<file path="src/rtl/core/bgt_pkg.sv">
// Package for the battery gauge: item types, codes, constants and the OCV table.
package bgt_pkg;

  // Default sizes
  localparam int BATCH_SAMPLES_DEF  = 11;
  localparam int TRIM_EACH_SIDE_DEF = 2;
  localparam int TABLE_POINTS_DEF   = 20;

  // OCV table facts
  localparam int TABLE_HAVE = 20;
  localparam int SEG_W      = 5;
  localparam int MV_W       = 13;
  localparam int PCT_W      = 7;
  localparam logic [PCT_W-1:0] PCT_FULL = 7'd100;

  // Sample and filter widths
  localparam int SAMPLE_W = 12;
  localparam int FILT_W   = 17;
  localparam int Q14_W    = 28;

  // Validity window in 1/16384 mV, clamp window in 1/16 mV
  localparam logic [Q14_W-1:0]  VALID_LO_Q14 = 28'd45875200;
  localparam logic [Q14_W-1:0]  VALID_HI_Q14 = 28'd73728000;
  localparam logic [FILT_W-1:0] CLAMP_LO_16  = 17'd48000;
  localparam logic [FILT_W-1:0] CLAMP_HI_16  = 17'd68000;
  localparam logic [16:0]       ALPHA_ONE    = 17'd65536;
  localparam logic [33:0]       ROUND_HALF   = 34'd32768;

  // Shared divider sizes
  localparam int DIV_DW = 22;
  localparam int DIV_VW = 15;

  // Configuration
  localparam int CFG_IDX_W  = 3;
  localparam int CFG_DATA_W = 16;
  typedef enum logic [CFG_IDX_W-1:0] {
    REG_GAIN       = 3'd0,
    REG_ALPHA      = 3'd1,
    REG_LOW_ENTER  = 3'd2,
    REG_LOW_LEAVE  = 3'd3,
    REG_RISE       = 3'd4
  } cfg_reg_t;

  localparam logic [14:0] GAIN_RST       = 15'd16384;
  localparam logic [15:0] ALPHA_RST      = 16'd14418;
  localparam logic [6:0]  LOW_ENTER_RST  = 7'd8;
  localparam logic [6:0]  LOW_LEAVE_RST  = 7'd12;
  localparam logic [3:0]  RISE_RST       = 4'd2;

  typedef struct packed {
    logic [SAMPLE_W-1:0] sample_mv;
    logic                force_req;
  } bgt_in_t;

  typedef struct packed {
    logic             reading_valid;
    logic [13:0]      battery_mv;
    logic [12:0]      filtered_mv;
    logic [PCT_W-1:0] raw_percent;
    logic [PCT_W-1:0] shown_percent;
    logic             battery_low;
  } bgt_out_t;

  // Cell commands
  typedef enum logic [1:0] {
    CELL_HOLD,
    CELL_INSERT,
    CELL_DRAIN
  } cell_cmd_t;

  typedef struct packed {
    cell_cmd_t           cmd;
    logic [SAMPLE_W-1:0] sample;
  } cell_ctl_t;

  typedef enum logic [3:0] {
    S_FILL,
    S_SUM,
    S_AVG,
    S_SCALE,
    S_CHECK,
    S_MUL1,
    S_MUL2,
    S_CLAMP,
    S_SEEK,
    S_PCT,
    S_SLEW,
    S_OUT
  } bgt_state_t;

  // OCV table, highest voltage first
  function automatic logic [MV_W-1:0] ocv_mv(input logic [SEG_W-1:0] idx);
    logic [MV_W-1:0] v;
    case (idx)
      5'd0:  v = 13'd4200;
      5'd1:  v = 13'd4150;
      5'd2:  v = 13'd4110;
      5'd3:  v = 13'd4080;
      5'd4:  v = 13'd4050;
      5'd5:  v = 13'd4020;
      5'd6:  v = 13'd3990;
      5'd7:  v = 13'd3960;
      5'd8:  v = 13'd3930;
      5'd9:  v = 13'd3900;
      5'd10: v = 13'd3870;
      5'd11: v = 13'd3840;
      5'd12: v = 13'd3810;
      5'd13: v = 13'd3780;
      5'd14: v = 13'd3750;
      5'd15: v = 13'd3720;
      5'd16: v = 13'd3690;
      5'd17: v = 13'd3650;
      5'd18: v = 13'd3550;
      5'd19: v = 13'd3400;
      default: v = 13'd3400;
    endcase
    return v;
  endfunction

  function automatic logic [PCT_W-1:0] ocv_pct(input logic [SEG_W-1:0] idx);
    logic [PCT_W-1:0] p;
    case (idx)
      5'd0:  p = 7'd100;
      5'd1:  p = 7'd95;
      5'd2:  p = 7'd90;
      5'd3:  p = 7'd85;
      5'd4:  p = 7'd80;
      5'd5:  p = 7'd75;
      5'd6:  p = 7'd70;
      5'd7:  p = 7'd62;
      5'd8:  p = 7'd55;
      5'd9:  p = 7'd48;
      5'd10: p = 7'd40;
      5'd11: p = 7'd32;
      5'd12: p = 7'd24;
      5'd13: p = 7'd18;
      5'd14: p = 7'd13;
      5'd15: p = 7'd9;
      5'd16: p = 7'd6;
      5'd17: p = 7'd4;
      5'd18: p = 7'd2;
      5'd19: p = 7'd0;
      default: p = 7'd0;
    endcase
    return p;
  endfunction

endpackage

</file>
<file path="src/rtl/core/bgt_cell.sv">
// One cell of the sorting row: holds one sample of the open batch.
module bgt_cell (
  input  logic                          clk,
  input  bgt_pkg::cell_ctl_t            ctl,
  input  logic                          occ,
  input  logic                          at_end,
  input  logic                          prev_gt,
  input  logic [bgt_pkg::SAMPLE_W-1:0]  prev_val,
  input  logic [bgt_pkg::SAMPLE_W-1:0]  next_val,
  output logic [bgt_pkg::SAMPLE_W-1:0]  val,
  output logic                          gt
);

  // held sample lies above the incoming one
  assign gt = occ && (val > ctl.sample);

  // insert: shift up behind a larger neighbour, or take the sample; drain: shift down
  always_ff @(posedge clk) begin
    case (ctl.cmd)
      bgt_pkg::CELL_INSERT: begin
        if (prev_gt) begin
          val <= prev_val;
        end else if (gt || at_end) begin
          val <= ctl.sample;
        end
      end
      bgt_pkg::CELL_DRAIN: begin
        val <= next_val;
      end
      default: begin
      end
    endcase
  end

endmodule

</file>
<file path="src/rtl/core/bgt_div.sv">
// Restoring divider, one quotient bit per cycle.
module bgt_div #(
  parameter int DW = bgt_pkg::DIV_DW,
  parameter int VW = bgt_pkg::DIV_VW
) (
  input  logic          clk,
  input  logic          rst,
  input  logic          start,
  input  logic [DW-1:0] dividend,
  input  logic [VW-1:0] divisor,
  output logic          done,
  output logic [DW-1:0] quotient
);

  localparam int CNT_W = $clog2(DW);
  localparam logic [CNT_W-1:0] CNT_LAST = CNT_W'(DW - 1);

  logic [VW-1:0]    rem;
  logic [VW-1:0]    dsr;
  logic [CNT_W-1:0] cnt;
  logic             run;
  logic [VW:0]      trial;
  logic             fits;

  // trial subtract of the next partial remainder
  assign trial = {rem, quotient[DW-1]};
  assign fits  = trial >= {1'b0, dsr};

  always_ff @(posedge clk) begin
    if (rst) begin
      run  <= 1'b0;
      done <= 1'b0;
      cnt  <= '0;
    end else begin
      done <= 1'b0;
      if (start) begin
        run <= 1'b1;
        cnt <= '0;
      end else if (run) begin
        cnt <= cnt + 1'b1;
        if (cnt == CNT_LAST) begin
          run  <= 1'b0;
          done <= 1'b1;
        end
      end
    end
  end

  // datapath
  always_ff @(posedge clk) begin
    if (start) begin
      quotient <= dividend;
      rem      <= '0;
      dsr      <= divisor;
    end else if (run) begin
      rem      <= fits ? VW'(trial - {1'b0, dsr}) : trial[VW-1:0];
      quotient <= {quotient[DW-2:0], fits};
    end
  end

endmodule

</file>
<file path="src/rtl/core/battery_gauge_trimmed_ema_ocv.sv">
// Top level of the battery gauge: sorting row, batch sequencer and filter datapath.
//
//  channel   ports                          handshake
//  input     item (sample_mv, force_req)    start high, busy low at the clock edge
//  config    cfg_we, cfg_index, cfg_data    cfg_we high at the clock edge
//  result    result (six fields)            done high for one cycle
//
// A sample that does not close the batch is inserted in place by the cells.
// The closing sample starts the batch pass: drain of BATCH_SAMPLES cells, a reciprocal
// multiply for the average, the filter multiplies, a walk of up to TABLE_POINTS-1 table
// segments and a divide for the interpolation. busy stays high for the whole pass,
// which skips the filter and table steps on a rejected reading.
// Reset (rst, synchronous) empties the batch, unseeds the filter and loads register defaults.
// The receiver cannot stall: each result is shown for exactly one cycle.
module battery_gauge_trimmed_ema_ocv #(
  parameter int BATCH_SAMPLES  = bgt_pkg::BATCH_SAMPLES_DEF,
  parameter int TRIM_EACH_SIDE = bgt_pkg::TRIM_EACH_SIDE_DEF,
  parameter int TABLE_POINTS   = bgt_pkg::TABLE_POINTS_DEF
) (
  input  logic                             clk,
  input  logic                             rst,
  input  logic                             start,
  output logic                             busy,
  input  bgt_pkg::bgt_in_t                 item,
  input  logic                             cfg_we,
  input  logic [bgt_pkg::CFG_IDX_W-1:0]    cfg_index,
  input  logic [bgt_pkg::CFG_DATA_W-1:0]   cfg_data,
  output logic                             done,
  output bgt_pkg::bgt_out_t                result
);

  localparam int N        = BATCH_SAMPLES;
  localparam int TRIM     = (2 * TRIM_EACH_SIDE >= N) ? (N - 1) / 2 : TRIM_EACH_SIDE;
  localparam int KEEP     = N - 2 * TRIM;
  localparam int CW       = $clog2(N + 1);
  localparam int SW       = bgt_pkg::SAMPLE_W + CW;
  localparam int TABLE_N  = (TABLE_POINTS > bgt_pkg::TABLE_HAVE) ? bgt_pkg::TABLE_HAVE :
                            ((TABLE_POINTS < 2) ? 2 : TABLE_POINTS);
  localparam logic [CW-1:0] CNT_LAST = CW'(N - 1);
  localparam logic [CW-1:0] KEEP_LO  = CW'(TRIM);
  localparam logic [CW-1:0] KEEP_HI  = CW'(N - TRIM);
  localparam logic [bgt_pkg::SEG_W-1:0] SEG_BOT  = bgt_pkg::SEG_W'(TABLE_N - 1);
  localparam logic [bgt_pkg::SEG_W-1:0] SEG_LAST = bgt_pkg::SEG_W'(TABLE_N - 2);

  // reciprocal of the kept count, exact floor for every sum below 2^SW
  localparam int RK = SW + CW;
  localparam int RW = RK + 1;
  localparam logic [RW-1:0] RECIP = RW'(((64'd1 << RK) + 64'(KEEP) - 64'd1) / 64'(KEEP));
  localparam int PRODW = bgt_pkg::Q14_W - 1;

  localparam int FW = bgt_pkg::FILT_W;
  localparam int PW = bgt_pkg::PCT_W;
  localparam int DW = bgt_pkg::DIV_DW;
  localparam int VW = bgt_pkg::DIV_VW;

  // configuration registers
  logic [14:0]   gain;
  logic [15:0]   alpha;
  logic [PW-1:0] low_enter;
  logic [PW-1:0] low_leave;
  logic [3:0]    rise;

  always_ff @(posedge clk) begin
    if (rst) begin
      gain      <= bgt_pkg::GAIN_RST;
      alpha     <= bgt_pkg::ALPHA_RST;
      low_enter <= bgt_pkg::LOW_ENTER_RST;
      low_leave <= bgt_pkg::LOW_LEAVE_RST;
      rise      <= bgt_pkg::RISE_RST;
    end else if (cfg_we) begin
      case (cfg_index)
        bgt_pkg::REG_GAIN:      gain      <= cfg_data[14:0];
        bgt_pkg::REG_ALPHA:     alpha     <= cfg_data;
        bgt_pkg::REG_LOW_ENTER: low_enter <= cfg_data[PW-1:0];
        bgt_pkg::REG_LOW_LEAVE: low_leave <= cfg_data[PW-1:0];
        bgt_pkg::REG_RISE:      rise      <= cfg_data[3:0];
        default: begin
        end
      endcase
    end
  end

  // state
  bgt_pkg::bgt_state_t state, state_next;
  logic [CW-1:0]       count;
  logic                force_r;
  logic [SW-1:0]       sum;
  logic [bgt_pkg::SAMPLE_W-1:0] avg;
  logic [bgt_pkg::Q14_W-1:0]    q14;
  logic                valid_r;
  logic [13:0]         bmv;
  logic [FW-1:0]       r16;
  logic [33:0]         acc;
  logic [FW-1:0]       filt;
  logic [bgt_pkg::SEG_W-1:0] seg;
  logic [PW-1:0]       plo;
  logic [PW-1:0]       raw;
  logic [PW-1:0]       shown;
  logic                low;

  logic accept;
  assign accept = start && !busy;

  // sorting row
  bgt_pkg::cell_ctl_t           cell_ctl;
  logic [bgt_pkg::SAMPLE_W-1:0] vals [N];
  logic [N-1:0]                 gts;

  for (genvar i = 0; i < N; i++) begin : g_cell
    logic [bgt_pkg::SAMPLE_W-1:0] pv;
    logic [bgt_pkg::SAMPLE_W-1:0] nv;
    logic                         pg;
    if (i == 0) begin : g_first
      assign pv = '0;
      assign pg = 1'b0;
    end else begin : g_mid
      assign pv = vals[i-1];
      assign pg = gts[i-1];
    end
    if (i == N - 1) begin : g_last
      assign nv = vals[i];
    end else begin : g_nlast
      assign nv = vals[i+1];
    end
    bgt_cell u_cell (
      .clk      (clk),
      .ctl      (cell_ctl),
      .occ      (CW'(i) < count),
      .at_end   (CW'(i) == count),
      .prev_gt  (pg),
      .prev_val (pv),
      .next_val (nv),
      .val      (vals[i]),
      .gt       (gts[i])
    );
  end

  // table segment under test
  logic [FW-1:0] seg_hi, seg_lo, tab_top, tab_bot;
  logic          seg_found;
  logic [PW-1:0] seg_phi, seg_plo, seg_span;
  logic [13:0]   seg_off, seg_den;
  logic [20:0]   seg_num;

  assign seg_hi    = {bgt_pkg::ocv_mv(seg), 4'b0000};
  assign seg_lo    = {bgt_pkg::ocv_mv(seg + 1'b1), 4'b0000};
  assign tab_top   = {bgt_pkg::ocv_mv('0), 4'b0000};
  assign tab_bot   = {bgt_pkg::ocv_mv(SEG_BOT), 4'b0000};
  assign seg_found = (filt <= seg_hi) && (filt >= seg_lo) && (seg_hi > seg_lo);
  assign seg_phi   = bgt_pkg::ocv_pct(seg);
  assign seg_plo   = bgt_pkg::ocv_pct(seg + 1'b1);
  assign seg_span  = (seg_phi >= seg_plo) ? seg_phi - seg_plo : '0;
  assign seg_off   = 14'(filt - seg_lo);
  assign seg_den   = 14'(seg_hi - seg_lo);
  assign seg_num   = seg_off * seg_span;

  // divider for the table interpolation
  logic          div_start, div_done;
  logic [DW-1:0] div_a, div_q;
  logic [VW-1:0] div_b;

  assign div_a = DW'({seg_num, 1'b0} + 22'(seg_den));
  assign div_b = {seg_den, 1'b0};

  bgt_div #(.DW(DW), .VW(VW)) u_div (
    .clk      (clk),
    .rst      (rst),
    .start    (div_start),
    .dividend (div_a),
    .divisor  (div_b),
    .done     (div_done),
    .quotient (div_q)
  );

  // trimmed average by reciprocal multiply
  logic [SW+RW-1:0] avg_prod;
  assign avg_prod = (SW+RW)'(sum) * (SW+RW)'(RECIP);

  logic at_top, at_bot;
  assign at_top = filt >= tab_top;
  assign at_bot = filt <= tab_bot;

  // next state
  always_comb begin
    state_next = state;
    case (state)
      bgt_pkg::S_FILL:  if (accept && count == CNT_LAST) state_next = bgt_pkg::S_SUM;
      bgt_pkg::S_SUM:   if (count == CNT_LAST) state_next = bgt_pkg::S_AVG;
      bgt_pkg::S_AVG:   state_next = bgt_pkg::S_SCALE;
      bgt_pkg::S_SCALE: state_next = bgt_pkg::S_CHECK;
      bgt_pkg::S_CHECK: begin
        if (q14 > bgt_pkg::VALID_LO_Q14 && q14 < bgt_pkg::VALID_HI_Q14) begin
          state_next = bgt_pkg::S_MUL1;
        end else begin
          state_next = bgt_pkg::S_OUT;
        end
      end
      bgt_pkg::S_MUL1:  state_next = bgt_pkg::S_MUL2;
      bgt_pkg::S_MUL2:  state_next = bgt_pkg::S_CLAMP;
      bgt_pkg::S_CLAMP: state_next = bgt_pkg::S_SEEK;
      bgt_pkg::S_SEEK: begin
        if (at_top || at_bot) begin
          state_next = bgt_pkg::S_SLEW;
        end else if (seg_found) begin
          state_next = bgt_pkg::S_PCT;
        end else if (seg == SEG_LAST) begin
          state_next = bgt_pkg::S_SLEW;
        end
      end
      bgt_pkg::S_PCT:   if (div_done) state_next = bgt_pkg::S_SLEW;
      bgt_pkg::S_SLEW:  state_next = bgt_pkg::S_OUT;
      bgt_pkg::S_OUT:   state_next = bgt_pkg::S_FILL;
      default:          state_next = bgt_pkg::S_FILL;
    endcase
  end

  // control outputs
  always_comb begin
    busy            = (state != bgt_pkg::S_FILL);
    done            = (state == bgt_pkg::S_OUT);
    cell_ctl.cmd    = bgt_pkg::CELL_HOLD;
    cell_ctl.sample = item.sample_mv;
    div_start       = 1'b0;
    case (state)
      bgt_pkg::S_FILL: if (accept) cell_ctl.cmd = bgt_pkg::CELL_INSERT;
      bgt_pkg::S_SUM: begin
        cell_ctl.cmd = bgt_pkg::CELL_DRAIN;
        div_start    = 1'b0;
      end
      bgt_pkg::S_SEEK: div_start = !at_top && !at_bot && seg_found;
      default: begin
      end
    endcase
  end

  // slew and low flag
  logic [PW-1:0] shown_next;
  logic          low_next;
  always_comb begin
    shown_next = shown;
    if (force_r) begin
      shown_next = raw;
    end else if (raw < shown) begin
      shown_next = shown - 1'b1;
    end else if ({1'b0, raw} > ({1'b0, shown} + {4'b0000, rise})) begin
      shown_next = shown + 1'b1;
    end
    if (shown_next > bgt_pkg::PCT_FULL) shown_next = bgt_pkg::PCT_FULL;
    low_next = low;
    if (!low && shown_next <= low_enter) begin
      low_next = 1'b1;
    end else if (low && shown_next >= low_leave) begin
      low_next = 1'b0;
    end
  end

  // filter candidate and clamp
  logic [FW:0]   f_pre;
  logic [FW-1:0] f_clamped;
  logic [22:0]   pct_sum;
  assign f_pre = (filt == '0) ? {1'b0, r16} : acc[33:16];
  always_comb begin
    if (f_pre < {1'b0, bgt_pkg::CLAMP_LO_16}) begin
      f_clamped = bgt_pkg::CLAMP_LO_16;
    end else if (f_pre > {1'b0, bgt_pkg::CLAMP_HI_16}) begin
      f_clamped = bgt_pkg::CLAMP_HI_16;
    end else begin
      f_clamped = f_pre[FW-1:0];
    end
  end
  assign pct_sum = {16'd0, plo} + {1'b0, div_q};

  // state registers
  always_ff @(posedge clk) begin
    if (rst) begin
      state   <= bgt_pkg::S_FILL;
      count   <= '0;
      filt    <= '0;
      raw     <= '0;
      shown   <= '0;
      low     <= 1'b0;
      valid_r <= 1'b0;
    end else begin
      state <= state_next;
      case (state)
        bgt_pkg::S_FILL: begin
          if (accept) begin
            count <= (count == CNT_LAST) ? '0 : count + 1'b1;
          end
        end
        bgt_pkg::S_SUM:   count <= (count == CNT_LAST) ? '0 : count + 1'b1;
        bgt_pkg::S_CHECK: valid_r <= q14 > bgt_pkg::VALID_LO_Q14 &&
                                     q14 < bgt_pkg::VALID_HI_Q14;
        bgt_pkg::S_CLAMP: filt <= f_clamped;
        bgt_pkg::S_SEEK: begin
          if (at_top) begin
            raw <= (bgt_pkg::ocv_pct('0) > bgt_pkg::PCT_FULL) ? bgt_pkg::PCT_FULL :
                   bgt_pkg::ocv_pct('0);
          end else if (at_bot || (!seg_found && seg == SEG_LAST)) begin
            raw <= '0;
          end
        end
        bgt_pkg::S_PCT: begin
          if (div_done) begin
            raw <= (pct_sum > 23'(bgt_pkg::PCT_FULL)) ? bgt_pkg::PCT_FULL : pct_sum[PW-1:0];
          end
        end
        bgt_pkg::S_SLEW: begin
          shown <= shown_next;
          low   <= low_next;
        end
        default: begin
        end
      endcase
    end
  end

  // datapath registers
  always_ff @(posedge clk) begin
    case (state)
      bgt_pkg::S_FILL: begin
        force_r <= item.force_req;
        sum     <= '0;
      end
      bgt_pkg::S_SUM: begin
        if (count >= KEEP_LO && count < KEEP_HI) begin
          sum <= sum + SW'(vals[0]);
        end
      end
      bgt_pkg::S_AVG:   avg <= avg_prod[RK +: bgt_pkg::SAMPLE_W];
      bgt_pkg::S_SCALE: q14 <= {PRODW'(avg) * PRODW'(gain), 1'b0};
      bgt_pkg::S_CHECK: begin
        bmv <= q14[27:14];
        r16 <= q14[26:10];
      end
      bgt_pkg::S_MUL1:  acc <= 34'(alpha) * 34'(r16);
      bgt_pkg::S_MUL2:  acc <= acc + 34'(bgt_pkg::ALPHA_ONE - {1'b0, alpha}) * 34'(filt) +
                               bgt_pkg::ROUND_HALF;
      bgt_pkg::S_CLAMP: seg <= '0;
      bgt_pkg::S_SEEK: begin
        plo <= seg_plo;
        if (!seg_found) seg <= seg + 1'b1;
      end
      default: begin
      end
    endcase
  end

  // result fields
  assign result.reading_valid = valid_r;
  assign result.battery_mv    = bmv;
  assign result.filtered_mv   = filt[16:4];
  assign result.raw_percent   = raw;
  assign result.shown_percent = shown;
  assign result.battery_low   = low;

`ifndef ASSERT_OFF
  // a result lasts one cycle
  a_done_pulse: assert property (@(posedge clk) disable iff (rst) done |=> !done)
    else $error("result strobe longer than one cycle");
  // the closing sample starts the batch pass
  a_batch_busy: assert property (@(posedge clk) disable iff (rst)
    (accept && count == CNT_LAST) |=> busy)
    else $error("batch pass did not start");
  // the divider is never restarted while the sequencer waits on it
  a_div_idle: assert property (@(posedge clk) disable iff (rst)
    (state == bgt_pkg::S_PCT) |-> !div_start)
    else $error("divider restarted mid-division");
  // shown percentage stays in range
  a_shown_rng: assert property (@(posedge clk) disable iff (rst)
    done |-> (result.shown_percent <= bgt_pkg::PCT_FULL))
    else $error("shown percent out of range");
`endif

endmodule
</file>
<file path="config.mk">
export PLATFORM = sky130hd
export DESIGN_NAME = battery_gauge_trimmed_ema_ocv
export DESIGN_NICKNAME = d
export VERILOG_FILES = /design/src/rtl/core/bgt_pkg.sv /design/src/rtl/core/bgt_cell.sv /design/src/rtl/core/bgt_div.sv /design/src/rtl/core/battery_gauge_trimmed_ema_ocv.sv
export SDC_FILE = /design/constraint.sdc
export NUM_CORES = 2
export LEC_CHECK = 0
export ABC_AREA = 1
export BUFFER_PORTS_ARGS = -buffer_cell sky130_fd_sc_hd__buf_2
export CAP_MARGIN = 5
export CORE_MARGIN = 1
export CORE_UTILIZATION = 45
export DETAILED_ROUTE_END_ITERATION = 8
export HOLD_SLACK_MARGIN = 0.08
export PLACE_DENSITY_LB_ADDON = 0.15
export SLEW_MARGIN = 10
export SYNTH_ARGS = -nofsm -noshare
export SYNTH_HDL_FRONTEND = slang
export SYNTH_SLANG_ARGS = --single-unit
</file>
<file path="constraint.sdc">
create_clock -name clk -period 8 [get_ports clk]
set_input_delay 1.6 -clock clk [delete_from_list [all_inputs] [get_ports clk]]
set_output_delay 1.6 -clock clk [all_outputs]
set_load 0.005 [all_outputs]
</file>
## Word-level counts from Yosys, hierarchy flattened

Memories as Yosys holds them, arrays and structs flattened. A register that Yosys moved wholly into a read port is not among the register bits.
Cells that the tools add are included.
W data, S select, Z words.

- Input port bits: 36
- Bits in read-only memories: 1216
- Bits in registers: 413
- Output and inout bits: 45
- Word-level logic and storage cells: 304
- Memories: 4

- Mux-type cells: 74
- Reduce and logical (&&, ||, !) cells: 77
- Equality and inequality tests: 48
- Magnitude comparators: 41
- $mul: 5
- Bitwise gates (word level): 1
- $add $sub $neg: 16

Memories:

| name | words | bits a word | rd ports | clocked after memory_dff | write ports | RTL line | source |
|---|---|---|---|---|---|---|---|
| (no name shown) | 32 | 12 | 1 | 0 | 0 | bgt_pkg.sv:94 | `case (idx)` |
| (no name shown) | 32 | 12 | 1 | 1 | 0 | bgt_pkg.sv:94 |  |
| (no name shown) | 32 | 7 | 1 | 0 | 0 | bgt_pkg.sv:122 | `case (idx)` |
| (no name shown) | 32 | 7 | 1 | 1 | 0 | bgt_pkg.sv:122 |  |

Operators with widths:

| kind | number |
|---|---|
| $mux W12 | 21 |
| $pmux W12 S2 | 10 |
| $gt A12 B12 Y1 | 11 |
| $pmux W34 S2 | 1 |
| $mux W7 | 9 |
| $mux W22 | 2 |
| $pmux W4 S11 | 1 |
| $reduce_and A2 Y1 | 20 |
| $mux W4 | 9 |
| $add A34 B16 Y34 const B | 1 |
| $add A34 B34 Y34 | 1 |
| $mul A18 B18 Y34 | 1 |
| $mux W17 | 2 |
| $mul A16 B17 Y33 | 1 |
| $mul A16 B18 Y32 const B | 1 |
| $pmux W16 S2 | 1 |
| $gt A28 B26 Y1 const B | 1 |
| $lt A28 B27 Y1 const B | 1 |
| $sub A14 B14 Y14 | 2 |
| $mul A12 B15 Y27 | 1 |
| $ne A3 B1 Y1 const B | 9 |
| $add A7 B22 Y23 | 1 |
| $gt A23 B7 Y1 const B | 1 |
| $add A22 B14 Y22 | 1 |
| 69 further kinds | 153 |

## Longest topological paths before layout

- Depth in word-level cells: 11
- Gate-level depth with buffers: 50
- Gate-level depth less buffers: 49

## Hierarchy

Synthesis repeated with hierarchy kept, for this count alone.

- Cell total of the unflattened synthesis: 7804
- Area total of the unflattened synthesis: 61052.3 µm²

Modules (own cells, without submodules):

| module | times used | cells an instance | area an instance (µm²) | seq. area each (µm²) |
|---|---|---|---|---|
| battery_gauge_trimmed_ema_ocv | 1 | 5974 | 46569.7 | 5765.5 |
| bgt_cell | 11 | 125 | 1002.2 | 360.3 |
| bgt_div | 1 | 455 | 3458.3 | 1551.5 |

## Least setup slack after synthesis

No wires, ideal clock.

- Path type: reg-to-reg
- Start point: register seg[0] in the netlist's numbering
- End point: register u_div.quotient[21], data pin
- Arrival time: 7.646 ns
- Slack: 0.093 ns
- Cell stages (with the launch flop): 43
- Clock period less this slack: 7.907 ns
- Path buffers: 1
- Cell sequence: edfxtp_1 > ha_1 > nand3_1 > xor2_1 > inv_1 > nor3_1 > inv_1 > ha_1 > a21oi_1 > nor2_1 > a211oi_1 > nand2_1 > o21bai_4 > buf_4 > nand2_2 > nor2_1 > fa_1 > fa_1 > [... 7 more ...] > nor2_1 > nand3_1 > xor2_1 > ha_1 > nand2_1 > inv_1 > nand3_1 > o211ai_1 > nand2_1 > nand2_1 > and2_1 > nand2_1 > nor2_1 > nand2_1 > nor2_1 > nand3_1 > nand3_1 > o21ai_0

- Elaborated cells between the ends (all ways): 17
- Those cells by class: 5 x add/sub; 1 x mul; 3 x order compare; 3 x mux; 3 x reduce/logical; 2 x memory

RTL lines:

| item | RTL line | source |
|---|---|---|
| start, declared | battery_gauge_trimmed_ema_ocv.sv:95 | `logic [bgt_pkg::SEG_W-1:0] seg;` |
| start signal, assigned | battery_gauge_trimmed_ema_ocv.sv:342 | `if (!seg_found) seg <= seg + 1'b1;` |
| $add A5 B1 Y5 (*) | battery_gauge_trimmed_ema_ocv.sv:151 | `assign seg_plo = bgt_pkg::ocv_pct(seg + 1'b1);` |
| $mem_v2 Z32 W7 (*) | n/a |  |
| named net seg_plo[4] | battery_gauge_trimmed_ema_ocv.sv:141 | `logic [PW-1:0] seg_phi, seg_plo, seg_span;` |
| $sub A7 B7 Y7 / $ge A7 B7 Y1 (equally long branches) | battery_gauge_trimmed_ema_ocv.sv:152 | `assign seg_span = (seg_phi >= seg_plo) ? seg_phi - seg_plo : '0;` |
| $mux W7 (*) | battery_gauge_trimmed_ema_ocv.sv:152 |  |
| $mul A14 B7 Y21 (*) | battery_gauge_trimmed_ema_ocv.sv:155 | `assign seg_num = seg_off * seg_span;` |
| $add A22 B14 Y22 (*) | battery_gauge_trimmed_ema_ocv.sv:162 | `assign div_a = DW'({seg_num, 1'b0} + 22'(seg_den));` |
| $mux W22 (*) | bgt_div.sv:51 | `if (start) begin` |
| end signal, assigned | bgt_div.sv:52 | `quotient <= dividend;` |
| end signal, assigned | bgt_div.sv:57 | `quotient <= {quotient[DW-2:0], fits};` |
| end, declared | bgt_div.sv:12 | `output logic [DW-1:0] quotient` |

The timed path passes the listed nets; every way through them passes the cells marked *.
A chain may end at the register's enable or synchronous reset.

## Worst setup path in the final report

- Start point: register seg[0] in the netlist's numbering
- End point: register u_div.quotient[20], data pin

- Word-level cells in the longest chain between the ends: 8
- Elaborated cells between the ends (all ways): 17
- Those cells by class: 5 x add/sub; 1 x mul; 3 x order compare; 3 x mux; 3 x reduce/logical; 2 x memory

Ends and longest elaborated chain:

| item | RTL line |
|---|---|
| $add A5 B1 Y5 (*) | battery_gauge_trimmed_ema_ocv.sv:146, battery_gauge_trimmed_ema_ocv.sv:151 |
| parallel branches: the longest is 6 deep, another holds $add A22 B14 Y22 | n/a |
| $mux W22 (*) | bgt_div.sv:51 |

Mark *: on every way between the ends.

==> results.md <==
- Outcome: finished clean
- Source of the critical timing path: seg[0]$_DFFE_PP_
- Slack of the critical path: 0.231 ns
- Cell variety after synth: 62
- Number of cell rows: 132
- Area of the mapped netlist: 0.0587 mm^2
- Worst Setup Slack post-DPL: -0.511 ns
- Category of the most critical setup path: flip-flop to flip-flop
- Global-route wire length before repair: 278 mm
- Critical Path Max Stage Delay: 0.55 ns
- Buffer depth of the longest clock path: 3
- Portion of the clock cycle consumed by the worst path in the final layout: 97.1%
- Number of stages on the worst hold path: 0
- Avg Synthesized Cell Area: 7.91 um^2
- Share of total power in sequential cells: 29.1%
- CP max FO: 7
- Clk slew on worst S/H paths: 0.06 ns
- Part of the Yosys area used for sequential elements: 18.9%
- Setup repair after global routing missed its margin: true
- Worst hold-check slack: 0.450 ns
- Growth of design area from synthesis to finish: 11.5%
- Final setup violation count: 0
- DR vias: 49,763
- WL per Instance: 18.6 um
- Final max-slew violation count: 0
- Count of input and output buffers: 80
- HPWL after detailed placement: 141 mm
- Maximum vdd drop: 0.204 mV
- Number of enable flip-flop cells after synthesis: 283
- NetSw: 4.30 mW
- Layout cell share with drive strength beyond 1: 9.26%
- Floorplan Core Area: 0.129 mm^2
- # clock sinks: 413
- Clock latency on the worst-skew pair: 0.69 ns
- Number of violations of the max-capacitance limit: 0
- Area of the die: 0.132 mm^2
- Internal power of the cells: 5.84 mW
- Switch share: 42.4%
- Number of buffers inserted for hold repair after clock tree synthesis: 0
- CTS Root Buffer Type: sky130_fd_sc_hd__clkbuf_16
- Share of async-settable or async-resettable flops after synthesis: 0%
- Iteration count of the initial detailed-routing pass: 6
- H-Tree Depth: 2
- Slew @ Worst Pin: 1.19 ns
- Vias per cell: 5.29
- Seq cells post-synth: 413
- Startpoint type of the worst setup path: flip-flop
- DRC marker count from the first detailed-route iteration: 3,658
- Arr. time, crit path: 8.16 ns
- Maximum number of pins on one net before global-route repair: 99
- Total power: 10.1 mW
- Clock network fraction of design power: 24.7%
- Effective utilization at floorplan: 45.4%
- Predominant post-synthesis flop cell: sky130_fd_sc_hd__edfxtp_1
- Die width: 363 um
- Count of nets after finishing: 9,098
- Cell leakage power: 33.6 nW
- Cell repeated most along the worst path: sky130_fd_sc_hd__buf_6
- Number of instances in the synthesized netlist: 7,430
- Fmax achieved: 129 MHz
- Routability congestion estimate: 0.943
- Setup TNS: 0 ns
- PD cells: 155 mW/mm^2
- Antenna-violating nets left: 0
- Number of endpoints with negative hold slack in the final report: 0
- Overall global routing resource usage: 26.7%
- Worst reg2reg path depth: 41
- Max-slew headroom at the worst pin: 20.2%
- CTS tree: done
- Endpoint of the most critical setup path: u_div.quotient[20]$_DFFE_PP_
- Via count of the first global-routing pass: 49,271
- IO Count: 81
- DRT Wirelength: 175 mm
- Yosys warning count: 0
- Chip height: 363 um
- DRC: 0
- Setup skew after layout: 0.0531 ns
- Number of clock buffers inserted by TritonCTS: 53
- Worst reg2reg path startpoint: seg[0]$_DFFE_PP_
- Classification of the worst-slack hold path: flip-flop to flip-flop
- Initial antenna violation count: 3
- Final global-route overflow total: 0
- Combinational power share: 46.1%
- Synth Net Count: 8,899
- Kind of capture point of the worst setup path: flip-flop
- Library cell contributing the largest single delay on the critical path: sky130_fd_sc_hd__fa_1
- RR Endpoint: u_div.quotient[20]$_DFFE_PP_
- Critical path required time: 8.39 ns
- Setup slack, reg-to-reg: 0.23 ns
- Time the final worst path needs with I/O delays and setup: 7.77 ns
==> Yosys cell counts (35+ instances only) <==
cell type                  instances  area, um^2
sky130_fd_sc_hd__a21oi_1         400        2000
sky130_fd_sc_hd__clkbuf_1        215         807
sky130_fd_sc_hd__dfxtp_1         130        2600
sky130_fd_sc_hd__edfxtp_1        283        8500
sky130_fd_sc_hd__fa_1            704       14100
sky130_fd_sc_hd__ha_1            729        9120
sky130_fd_sc_hd__inv_1          1513        5680
sky130_fd_sc_hd__nand2_1        1600        6010
sky130_fd_sc_hd__nand3_1         215        1080
sky130_fd_sc_hd__nand4_1          81         507
sky130_fd_sc_hd__nor2_1          505        1900
sky130_fd_sc_hd__nor3_1           54         270
sky130_fd_sc_hd__o211ai_1         35         263
sky130_fd_sc_hd__o21ai_0         533        2670
sky130_fd_sc_hd__xnor2_1          50         438
sky130_fd_sc_hd__xor2_1           82         718
==> critical path, delay by kind of cell (launching register included) <==
kind / cells / cell delay [ns]
flip-flops: 1 / 0.43
adder cells (fa/ha/maj): 7 / 2.83
buffers and inverters: 9 / 1.15
XOR/XNOR: 2 / 0.32
AND/OR/NAND/NOR: 19 / 2.19
AO/OA/AOI/OAI: 4 / 0.52
==> kinds of logic after synthesis <==
logic type	share of synthesized area, %
buffers and inverters	11.8
AO/OA/AOI/OAI	10.4
XOR/XNOR	2.04
adder cells (fa/ha/maj)	39.5
AND/OR/NAND/NOR	17.4
flip-flops	18.9
==> worst min-delay path by stage <==
| stage | endpoint | start | slack [ns] |
|---|---|---|---|
| after floorplan | bmv[4]$_DFFE_PP_ | q14[18]$_DFFE_PP_ | 0.43 |
| after global placement | r16[0]$_DFFE_PP_ | q14[10]$_DFFE_PP_ | 0.43 |
| after detailed placement | r16[0]$_DFFE_PP_ | q14[10]$_DFFE_PP_ | 0.44 |
| after CTS | r16[0]$_DFFE_PP_ | q14[10]$_DFFE_PP_ | 0.45 |
| after global routing | r16[1]$_DFFE_PP_ | q14[11]$_DFFE_PP_ | 0.47 |
| final | r16[0]$_DFFE_PP_ | q14[10]$_DFFE_PP_ | 0.45 |
==> flip-flops by register name (all words and copies together), names as in the netlist, 5 cells and up <==
name,count
u_div.cnt,5
low_leave,7
gain,15
filt,17
shown,7
raw,7
seg,5
q14,27
seg_phi,7
plo,7
acc,34
sum,16
alpha,16
bmv,14
seg_hi,11
u_div.rem,15
g_cell.u_cell.val,132
avg,12
low_enter,7
u_div.quotient,22
u_div.dsr,9
==> cells in the final DEF, fill, tap and decap left out, types with 17 or more instances in the layout <==
master,Yosys,final
sky130_fd_sc_hd__edfxtp_1,283,283
sky130_fd_sc_hd__o211ai_1,35,35
sky130_fd_sc_hd__fa_1,704,700
sky130_fd_sc_hd__buf_4,31,319
sky130_fd_sc_hd__o21bai_1,18,17
sky130_fd_sc_hd__nand2_1,1600,1574
sky130_fd_sc_hd__clkinv_1,25,29
sky130_fd_sc_hd__nand3_1,215,203
sky130_fd_sc_hd__clkbuf_16,0,54
sky130_fd_sc_hd__o21ai_0,533,512
sky130_fd_sc_hd__inv_2,1,22
sky130_fd_sc_hd__xor2_1,82,78
sky130_fd_sc_hd__ha_1,729,708
sky130_fd_sc_hd__xnor2_1,50,48
sky130_fd_sc_hd__a31oi_1,23,21
sky130_fd_sc_hd__nand4_1,81,81
sky130_fd_sc_hd__nor2_1,505,465
sky130_fd_sc_hd__dfxtp_1,130,130
sky130_fd_sc_hd__a21oi_1,400,380
sky130_fd_sc_hd__buf_2,13,81
sky130_fd_sc_hd__inv_1,1513,1487
sky130_fd_sc_hd__nor2_2,0,28
sky130_fd_sc_hd__nand2_2,7,23
sky130_fd_sc_hd__nor4_1,24,23
sky130_fd_sc_hd__nor3_1,54,49
==> what timing repair did <==
action / in CTS / in global routing
setup endpoints to repair: 11 / 27
setup buffers: 17 / 35
gates cloned: 0 / 1
gates resized for setup: 54 / 196
hold endpoints to repair: 0 / 0
pin swaps: 22 / 100
==> per-layer routing <==
layer / wire, um / vias up / track usage (%)
met5: 0 / - / 0
met4: 4470 / 0 / 6.32
met3: 11300 / 224 / 3.72
met2: 78300 / 1392 / 42.3
met1: 80700 / 24308 / 38.5
li1: - / 23839 / -
==> layout make-up <==
cell class	instances	area, um^2
fillers	12734	64000
repair buffers	415	3000
flip-flops and latches	413	11100
inverters	1539	5800
multi-input cells	5207	41700
clock inverters	29	344
well taps	1742	2180
diodes	2	5.00
clock buffers	67	1430
==> power groups by stage <==
| stage | registers [mW] | logic (mW) | clock network, mW |
|---|---|---|---|
| finish | 2.96 | 4.68 | 2.51 |
| CTS | 2.95 | 4.67 | 2.55 |
| detailed placement | 3.00 | 4.62 | 0 |
| global route | 2.98 | 5.37 | 2.63 |
| global placement | 2.99 | 4.57 | 0 |
| floorplan | 2.86 | 3.41 | 0 |
==> through the flow <==
stage               std cells  util, %  area [um^2]
detailed placement       9263     48.1        62300
global route             9412     50.6        65500
CTS                      9376     49.8        64500
global placement         9263     48.1        62300
floorplan                7430        -        58700
finish                   9414     50.6        65500
(Power assumes the default switching activity.)
